`src/rtl/qfrt_pkg.sv`:
```
// Shared types and constants for the quoted-field record tokenizer.
package qfrt_pkg;

  localparam int MAX_FIELDS = 256;
  localparam int FIELD_CAP_INT = (MAX_FIELDS - 1 < 255) ? MAX_FIELDS - 1 : 255;
  localparam logic [7:0] FIELD_CAP = FIELD_CAP_INT[7:0];

  localparam logic [7:0] CH_SPACE     = 8'h20;
  localparam logic [7:0] CH_NEWLINE   = 8'h0A;
  localparam logic [7:0] CH_QUOTE     = 8'h22;
  localparam logic [7:0] CH_BACKSLASH = 8'h5C;

  typedef enum logic [1:0] {
    ST_OK     = 2'd0,
    ST_EOF    = 2'd1,
    ST_QUOTE  = 2'd2,
    ST_ESCAPE = 2'd3
  } status_t;

  typedef enum logic [2:0] {
    M_BEGIN      = 3'd0,
    M_PLAIN      = 3'd1,
    M_PLAIN_ESC  = 3'd2,
    M_QUOTED     = 3'd3,
    M_QUOTED_ESC = 3'd4,
    M_BETWEEN    = 3'd5
  } mode_t;

  typedef struct packed {
    logic [7:0] content_byte;
    logic       has_content;
    logic       field_start;
    logic       field_end;
    logic       record_end;
    logic [7:0] field_index;
    status_t    status;
  } result_t;

endpackage

```
`src/rtl/qfrt_parser.sv`:
```
// Parser state machine: mode and field counter, one item per step.
module qfrt_parser (
  input  logic              clk,
  input  logic              rst,
  input  logic              step,
  input  logic [7:0]        byte_value,
  input  logic              end_of_input,
  output logic              emit,
  output qfrt_pkg::result_t res
);
  import qfrt_pkg::*;

  mode_t      mode, mode_next;
  logic [7:0] field_counter, field_counter_next;

  always_comb begin
    mode_next          = mode;
    field_counter_next = field_counter;
    emit               = 1'b0;
    res                = '0;
    res.status         = ST_OK;
    res.field_index    = field_counter;

    case (mode)
      M_PLAIN: begin
        if (end_of_input) begin
          emit = 1'b1;
          res.field_end = 1'b1;
          res.status = ST_EOF;
          mode_next = M_BEGIN;
          field_counter_next = '0;
        end else if (byte_value == CH_BACKSLASH) begin
          mode_next = M_PLAIN_ESC;
        end else if (byte_value == CH_SPACE) begin
          emit = 1'b1;
          res.field_end = 1'b1;
          mode_next = M_BETWEEN;
        end else if (byte_value == CH_NEWLINE) begin
          emit = 1'b1;
          res.field_end = 1'b1;
          res.record_end = 1'b1;
          mode_next = M_BEGIN;
          field_counter_next = '0;
        end else begin
          emit = 1'b1;
          res.content_byte = byte_value;
          res.has_content = 1'b1;
        end
      end
      M_PLAIN_ESC, M_QUOTED_ESC: begin
        emit = 1'b1;
        if (end_of_input) begin
          res.status = ST_ESCAPE;
          mode_next = M_BEGIN;
          field_counter_next = '0;
        end else begin
          res.content_byte = byte_value;
          res.has_content = 1'b1;
          mode_next = (mode == M_PLAIN_ESC) ? M_PLAIN : M_QUOTED;
        end
      end
      M_QUOTED: begin
        if (end_of_input) begin
          emit = 1'b1;
          res.status = ST_QUOTE;
          mode_next = M_BEGIN;
          field_counter_next = '0;
        end else if (byte_value == CH_BACKSLASH) begin
          mode_next = M_QUOTED_ESC;
        end else if (byte_value == CH_QUOTE) begin
          emit = 1'b1;
          res.field_end = 1'b1;
          mode_next = M_BETWEEN;
        end else begin
          emit = 1'b1;
          res.content_byte = byte_value;
          res.has_content = 1'b1;
        end
      end
      M_BETWEEN: begin
        if (end_of_input) begin
          emit = 1'b1;
          res.status = ST_EOF;
          mode_next = M_BEGIN;
          field_counter_next = '0;
        end else if (byte_value == CH_NEWLINE) begin
          emit = 1'b1;
          res.record_end = 1'b1;
          mode_next = M_BEGIN;
          field_counter_next = '0;
        end else if (byte_value != CH_SPACE) begin
          // next field of the record; index saturates at the cap
          if (field_counter < FIELD_CAP) begin
            field_counter_next = field_counter + 8'd1;
          end
          emit = 1'b1;
          res.field_start = 1'b1;
          res.field_index = field_counter_next;
          if (byte_value == CH_QUOTE) begin
            mode_next = M_QUOTED;
          end else if (byte_value == CH_BACKSLASH) begin
            mode_next = M_PLAIN_ESC;
          end else begin
            mode_next = M_PLAIN;
            res.content_byte = byte_value;
            res.has_content = 1'b1;
          end
        end
      end
      default: begin
        // record begin: skip leading spaces and blank lines
        mode_next = M_BEGIN;
        field_counter_next = '0;
        res.field_index = '0;
        if (end_of_input) begin
          emit = 1'b1;
          res.status = ST_EOF;
        end else if (!(byte_value inside {CH_SPACE, CH_NEWLINE})) begin
          emit = 1'b1;
          res.field_start = 1'b1;
          if (byte_value == CH_QUOTE) begin
            mode_next = M_QUOTED;
          end else if (byte_value == CH_BACKSLASH) begin
            mode_next = M_PLAIN_ESC;
          end else begin
            mode_next = M_PLAIN;
            res.content_byte = byte_value;
            res.has_content = 1'b1;
          end
        end
      end
    endcase
  end

  always_ff @(posedge clk) begin
    if (rst) begin
      mode <= M_BEGIN;
      field_counter <= '0;
    end else if (step) begin
      mode <= mode_next;
      field_counter <= field_counter_next;
    end
  end

endmodule

```
`src/rtl/quoted_field_record_tokenizer.sv`:
```
// Top level of the quoted-field record tokenizer: input register, parser, result register.
//
// Input stream: one item per byte of text, or an end-of-input mark on tuser.
// Output stream: zero or one item per input item, carrying the content byte,
// field start/end marks, field index and a status; tlast marks record end.
// Spaces split fields, newline ends a record, double quotes enclose a field
// and a backslash makes the next byte literal.
// An item is held in the input register and its result is then presented on
// the output register. Throughput: one item per cycle while the receiver does
// not stall the output.
// A stalled receiver holds the result register; the input register keeps
// taking items that make no result and otherwise waits with its item, so
// tready falls only when both registers are occupied and stuck.
// Reset (synchronous, active high) empties both registers and puts the
// parser at record begin with field index zero.
module quoted_field_record_tokenizer (
  input  logic        clk,
  input  logic        rst,
  input  logic        s_axis_tvalid,
  output logic        s_axis_tready,
  input  logic [7:0]  s_axis_tdata,   // [7:0] byte_value
  input  logic        s_axis_tuser,   // [0] end_of_input
  output logic        m_axis_tvalid,
  input  logic        m_axis_tready,
  // [7:0] content_byte, [8] field_start, [9] field_end,
  // [17:10] field_index, [19:18] status, [23:20] zero
  output logic [23:0] m_axis_tdata,
  output logic        m_axis_tuser,   // [0] has_content
  output logic        m_axis_tlast    // record_end
);
  import qfrt_pkg::*;

  logic       in_valid;
  logic [7:0] in_byte;
  logic       in_eoi;
  logic       out_valid;
  result_t    out_res;

  logic       emit;
  result_t    res;
  logic       out_room;
  logic       step;

  assign out_room      = !out_valid || m_axis_tready;
  assign step          = in_valid && (!emit || out_room);
  assign s_axis_tready = !in_valid || step;

  qfrt_parser u_parser (
    .clk          (clk),
    .rst          (rst),
    .step         (step),
    .byte_value   (in_byte),
    .end_of_input (in_eoi),
    .emit         (emit),
    .res          (res)
  );

  always_ff @(posedge clk) begin
    if (rst) begin
      in_valid <= 1'b0;
    end else if (s_axis_tready) begin
      in_valid <= s_axis_tvalid;
    end
    if (s_axis_tready && s_axis_tvalid) begin
      in_byte <= s_axis_tdata;
      in_eoi  <= s_axis_tuser;
    end
  end

  always_ff @(posedge clk) begin
    if (rst) begin
      out_valid <= 1'b0;
    end else if (out_room) begin
      out_valid <= step && emit;
    end
    if (out_room && step && emit) begin
      out_res <= res;
    end
  end

  assign m_axis_tvalid = out_valid;
  assign m_axis_tdata  = {4'b0000, out_res.status, out_res.field_index,
                          out_res.field_end, out_res.field_start, out_res.content_byte};
  assign m_axis_tuser  = out_res.has_content;
  assign m_axis_tlast  = out_res.record_end;

endmodule
```
`config.mk`:
```
export PLATFORM = sky130hd
export DESIGN_NAME = quoted_field_record_tokenizer
export DESIGN_NICKNAME = d
export VERILOG_FILES = /design/src/rtl/qfrt_pkg.sv /design/src/rtl/qfrt_parser.sv /design/src/rtl/quoted_field_record_tokenizer.sv
export SDC_FILE = /design/constraint.sdc
export NUM_CORES = 1
export LEC_CHECK = 0
export ABC_AREA = 1
export BUFFER_PORTS_ARGS = -buffer_cell sky130_fd_sc_hd__buf_2
export CAP_MARGIN = 10
export CORE_MARGIN = 2
export CORE_UTILIZATION = 56
export CTS_CLUSTER_SIZE = 16
export DETAILED_ROUTE_END_ITERATION = 7
export GPL_TIMING_DRIVEN = 0
export PLACE_DENSITY = 0.79
export RECOVER_POWER = 25
export SLEW_MARGIN = 20
export SYNTH_ARGS = -nofsm -noshare
export SYNTH_HDL_FRONTEND = slang
export SYNTH_SLANG_ARGS = --single-unit
```
`constraint.sdc`:
```
create_clock -name clk -period 3 [get_ports clk]
set_clock_uncertainty 0.15 [all_clocks]
set_input_delay 0.3 -clock clk [delete_from_list [all_inputs] [get_ports clk]]
set_output_delay 0.3 -clock clk [all_outputs]
set_load 0.02 [all_outputs]
```
==> run metrics, run 1 <==
vias in the first global route=1863; synth unique cells=32; DP HPWL=3.893 mm; gr usage total=22.08%; initial antenna violation count=0; Clk pin slew, worst setup/hold paths=80 ps; status=complete, no violations; # diodes=0; Sink Count=44; Fin. Hold Viols=0; Final min period=2478 ps; Top-Level Pins=41; CTS Buf Count=5; CTS Buffer Depth=2; Core ar.=4324 sq um; Setup crit start kind=flop; Antenna Nets Post-Route=0; Fillers=394; ys flop type=edfxtp_1; worst slew pin tran=698.9 ps; Worst path max stage delay=460 ps; first-pass GRT wire length=8.645 mm; P&R area growth vs syn=13.29%; final WL=5.337 mm; post-synth top area share=37.44%; row count=24; final number of max-transition violations=0; H-tree lvl count=2; wire length per cell=13.05 um; Initial Util=57.49%; final net count=370; Crit path required time=2790 ps; ys async rst share=0%; delay-heaviest family, CP=simple AND/OR/NAND/NOR gates; final hold slack=27.25 ps; kind of critical path=reg2reg; largest net degree at the start of global routing=24; die height=70.63 um; Post-synth EDFFs=31; Pwr Density=474.2 nW/um^2; clk_lat worst skew=300 ps; sequential cell area fraction in the yosys report=47.91%; Yosys Warn Count=0; slowest stage cell, crit path=edfxtp_1; top post-synthesis cells by area=edfxtp_1 37%, nand2_1 11%, dfxtp_1 10%, nand3_1 7.9%, nor2_1 6.0%; Setup TNS=0 ps; Fmax achieved=403.6 MHz; post-CTS setup buffers=0; worst reg-to-reg setup slack=520 ps; Worst setup EP type=flop; gr ovfl total=0; synthesis-stage register bit count=44; layout cells sized above 1=18.49%; RSZ-0062 raised after global routing=no; Static Leak=1.227 nW; Initial DRC Count=347; final cycle utilization of the critical path=82.59%; leading area contributor after synthesis=edfxtp_1; post_cts resized=0; Post-Syn Instances=310; Die Span X=70.63 um; clk root buf=clkbuf_8; DRT Pass-1 Iters=5; # DRC=0; worst vdd rail ir drop=0.3715 mV; setup slack at placement=548.3 ps; Final Wtd Congestion=0.9688; IO Port Bufs=36; vias after detailed routing=2240; # hold bufs at CTS=0; CP max FO=23; setup violators final=0; mapped cell area=2486 sq um; TritonCTS clock tree=yes; Hold WC Path Type=in2reg; worst setup margin=522.3 ps; Worst Path Arrival=2270 ps; max-cap viol count=0; Syn Area/Cell=8.020 sq um; die area=4989 sq um; Slew HR=53.41%; Cell Chain, Critical Path=inv_2, nand2_1, nor2_2, nand2_2, a21oi_1, nand3_2, nand2_4, buf_6, nand3_2, inv_2; CP bufs+invs=3; vias per cell=5.477
-- metrics by stage --
stage / utilization (%) / total power, mW / cells / cell area, sq um
after detailed placement: 63.43 / 0.9554 / 401 / 2743
after global routing: 65.13 / 1.397 / 409 / 2816
final: 65.13 / 1.336 / 409 / 2816
after floorplan: - / 0.8950 / 313 / 2497
after global placement: 63.43 / 0.9495 / 401 / 2743
after CTS: 65.60 / 1.340 / 409 / 2836
-- where the power goes --
group | internal (mW) | switching (mW)
Clock | 0.187 | 0.208
Combinational | 0.0707 | 0.154
Sequential | 0.693 | 0.0231
Total | 0.951 | 0.385
-- final timing paths --
path / start / endpoint / cells after the start
worst max-delay path: in_byte[5] / m_axis_tlast / 10
worst max register to register: in_byte[5] / m_axis_tlast / 10
worst min-delay path: s_axis_tdata[5] / in_byte[5] / 1
worst min register to register: u_parser.mode[2] / u_parser.mode[2] / 2
-- routing by layer --
| metal | vias to the layer above | routed length [um] | part of all wire, % | track usage (%) |
|---|---|---|---|---|
| met2 | 131 | 2314 | 43 | 31.87 |
| met5 | - | 0 | 0 | 0 |
| li1 | 1119 | - | - | - |
| met3 | 12 | 499 | 9.3 | 3.989 |
| met1 | 978 | 2431 | 46 | 33.58 |
| met4 | 0 | 91 | 1.7 | 7.757 |
-- layout make-up --
cell class | count | area [sq um] | share of cell area, %
buffer | 9 | 60.06 | 2.132
tap | 52 | 65.06 | 2.310
clock buffer | 7 | 86.33 | 3.065
sequential | 44 | 1191 | 42.29
inverter | 41 | 153.9 | 5.464
clock inverter | 1 | 7.507 | 0.2665
multi-input combinational | 219 | 1089 | 38.65
timing repair buffer | 36 | 163.9 | 5.820
-- cell usage in the layout (no fill, tap or decap), types with 2 or more instances in the layout --
master / netlist / layout
buf_4: 5 / 4
edfxtp_1: 31 / 31
nand4_1: 12 / 12
xor2_1: 2 / 2
clkinv_1: 2 / 2
buf_2: 3 / 26
nor2_2: 3 / 3
inv_1: 28 / 28
nor2_1: 40 / 40
o21ai_0: 11 / 11
nand2_2: 2 / 2
inv_2: 11 / 11
a31oi_1: 6 / 6
clkbuf_8: 0 / 6
nand3_1: 39 / 39
clkbuf_1: 0 / 15
nor3_1: 2 / 2
dfxtp_1: 13 / 13
nand3_2: 6 / 6
a21oi_1: 8 / 8
conb_1: 1 / 4
nor2_4: 3 / 3
nand2_1: 71 / 71
-- state kept, by name, summed over array words and instances (netlist names) --
register,count
u_parser.mode,3
in_eoi,1
in_byte,8
m_axis_tdata,20
m_axis_tlast,1
m_axis_tuser,1
u_parser.field_counter,8
m_axis_tvalid,1
in_valid,1
-- worst reg2reg max path, stage by stage (launching register included) --
cell and delay, ps:
edfxtp_1 460, inv_2 110, nand2_1 70, nor2_2 120
nand2_2 150, a21oi_1 210, nand3_2 150, nand2_4 120
buf_6 140, nand3_2 70, inv_2 380
-- Yosys cell counts (5+ instances only) --
master and instances:
dfxtp_1 13, nand3_1 39, a31oi_1 6, nand2_1 71
a21oi_1 8, edfxtp_1 31, nor2_1 40, inv_2 11
nand3_2 6, nand4_1 12, buf_4 5, o21ai_0 11
inv_1 28
-- cell families (layout without fill, tap and decap cells) --
logic type / after synthesis / count (layout) / synth area share [%]
adder cells (fa/ha/maj): 1 / 1 / 0.5032
AO/OA/AOI/OAI: 28 / 28 / 6.191
other: 1 / 4 / 0.1508
XOR/XNOR: 3 / 3 / 1.057
AND/OR/NAND/NOR: 183 / 183 / 35.43
buffers and inverters: 50 / 94 / 8.757
flip-flops: 44 / 44 / 47.91
No activity file was read; power rests on OpenSTA's default activity.
==> run 2: changes to the inputs <==
--- a/config.mk
+++ b/config.mk
@@ -9,11 +9,11 @@
 export BUFFER_PORTS_ARGS = -buffer_cell sky130_fd_sc_hd__buf_2
 export CAP_MARGIN = 10
 export CORE_MARGIN = 2
-export CORE_UTILIZATION = 56
+export CORE_UTILIZATION = 51
 export CTS_CLUSTER_SIZE = 16
 export DETAILED_ROUTE_END_ITERATION = 7
 export GPL_TIMING_DRIVEN = 0
-export PLACE_DENSITY = 0.79
+export PLACE_DENSITY = 0.76
 export RECOVER_POWER = 25
 export SLEW_MARGIN = 20
 export SYNTH_ARGS = -nofsm -noshare
==> constraint.sdc (replaced) <==
create_clock -name clk -period 2.1 [get_ports clk]
set_clock_uncertainty 0.15 [all_clocks]
set_input_delay 0.21 -clock clk [delete_from_list [all_inputs] [get_ports clk]]
set_output_delay 0.21 -clock clk [all_outputs]
set_load 0.02 [all_outputs]
==> run 2 against run 1 <==
  * Count of clock-buffer cells in the layout stayed put
  * Non-clock buffer count is 18 higher
  * Critical path depth is 1 lower
  * Highest routed layer unchanged
==> run metrics, run 2 (same netlist as run 1, synthesis figures left out) <==
setup violators final=0; worst reg-to-reg setup slack=50 ps; initial antenna violation count=0; row count=25; gr ovfl total=0; gr usage total=23.10%; IO Port Bufs=36; CP max FO=6; slowest stage cell, crit path=edfxtp_1; vias after detailed routing=2338; DP HPWL=3.810 mm; clk_lat worst skew=300 ps; die area=5449 sq um; Final min period=2045 ps; layout cells sized above 1=26.72%; Reg2Reg Depth=9; Pwr Density=628.4 nW/um^2; Antenna Nets Post-Route=0; final net count=391; Fin. Hold Viols=0; Setup crit start kind=flop; Critical Path Sink=m_axis_tdata[16]; Die Span X=73.82 um; Worst Path Arrival=1910 ps; worst vdd rail ir drop=0.3661 mV; # DRC=0; clk root buf=clkbuf_8; Crit path required time=1960 ps; Initial DRC Count=436; Worst setup EP type=flop; H-tree lvl count=2; DRT Pass-1 Iters=5; status=complete, no violations; worst reg2reg path endpoint=m_axis_tdata[16]; wire length per cell=13.51 um; CP startpoint=in_byte[6]; Sink Count=44; placed cell count=416; most frequent CP cell=nand3_4; die height=73.82 um; # diodes=0; final cycle utilization of the critical path=97.38%; Top-Level Pins=41; vias in the first global route=2032; Layout Cells excl Fill=445; setup slack at placement=-357.8 ps; commonest cells after routing, fill and taps aside=67 x nand2_1, 37 x nand3_1, 34 x nor2_1; vias per cell=5.254; CTS Buf Count=5; Worst path max stage delay=420 ps; TritonCTS clock tree=yes; Initial Util=52.64%; max FFs per register=20; CTS Buffer Depth=2; most common cell after layout, fill and taps aside=nand2_1; Hold Path Depth=3; largest net degree at the start of global routing=14; final core utilization=66.04%; worst setup margin=54.97 ps; Core ar.=4723 sq um; Fmax achieved=489.0 MHz; P&R area growth vs syn=25.47%; first-pass GRT wire length=9.515 mm; Hold WC Path Type=in2reg; Setup TNS=0 ps; Clk pin slew, worst setup/hold paths=80 ps; Cell Chain, Critical Path=inv_2, nand2_1, nor2_2, nand2_2, nand3_2, nand3_4, nand2_4, nand3_4, inv_6; final WL=6.012 mm; kind of critical path=reg2reg; max-cap viol count=0; final number of max-transition violations=0; Static Leak=1.357 nW; worst r2r src=in_byte[6]; Final Wtd Congestion=0.9105
-- run 2: cell type report --
cell class                      count  area (sq um)
Tap cell                           67         83.83
Inverter                           41         165.2
Buffer                              8         52.55
Clock buffer                        7         86.33
Timing Repair inverter              3         26.28
Fill cell                         390          1604
Sequential cell                    44          1192
Multi-Input combinational cell    219          1166
Clock inverter                      1         7.507
Timing Repair Buffer               55         339.1
-- run 2: stage by stage --
stage | hold WS (ps) | total power, mW | instance area (sq um)
floorplan | 129.1 | 1.279 | 2497
global placement | 236.9 | 1.359 | 2761
detailed placement | 238.1 | 1.365 | 2761
CTS | 20.37 | 1.945 | 3055
global route | 115.0 | 2.044 | 3119
finish | 70.51 | 1.960 | 3119
-- run 2: power breakdown --
part	internal, mW	switching, mW	leakage, nW
Clock	0.267	0.288	0.0445
Combinational	0.130	0.251	0.907
Sequential	0.989	0.0332	0.405
-- run 2: critical path, delay by kind of cell (launching register included) --
kind,cells,cell delay [ps]
buffers and inverters,2,240
and+or+nand+nor,7,940
DFF,1,420
-- run 2: worst min-delay path by stage --
stage	from	endpoint	slack, ps
global placement	s_axis_tdata[4]	in_byte[4]	240
floorplan	rst	in_valid	130
CTS	s_axis_tvalid	in_valid	20
global route	s_axis_tvalid	in_valid	120
finish	s_axis_tvalid	in_valid	70
detailed placement	s_axis_tdata[4]	in_byte[4]	240
-- run 2: timing repair --
item / in CTS / in global routing
buffers inserted: 6 / 3
pin swaps: 5 / 7
hold buffers: 10 / 0
setup endpoints to repair: 39 / 49
hold endpoints to repair: 12 / 0
gates resized for setup: 16 / 17
cloned: 3 / 0
-- run 2: routing by layer --
layer	GRT usage [%]	vias to the layer above	share of wire, %
li1	-	1161	-
met5	0	-	0
met4	8.283	0	1.9
met2	35.91	144	45
met3	3.841	18	9.2
met1	32.46	1015	44
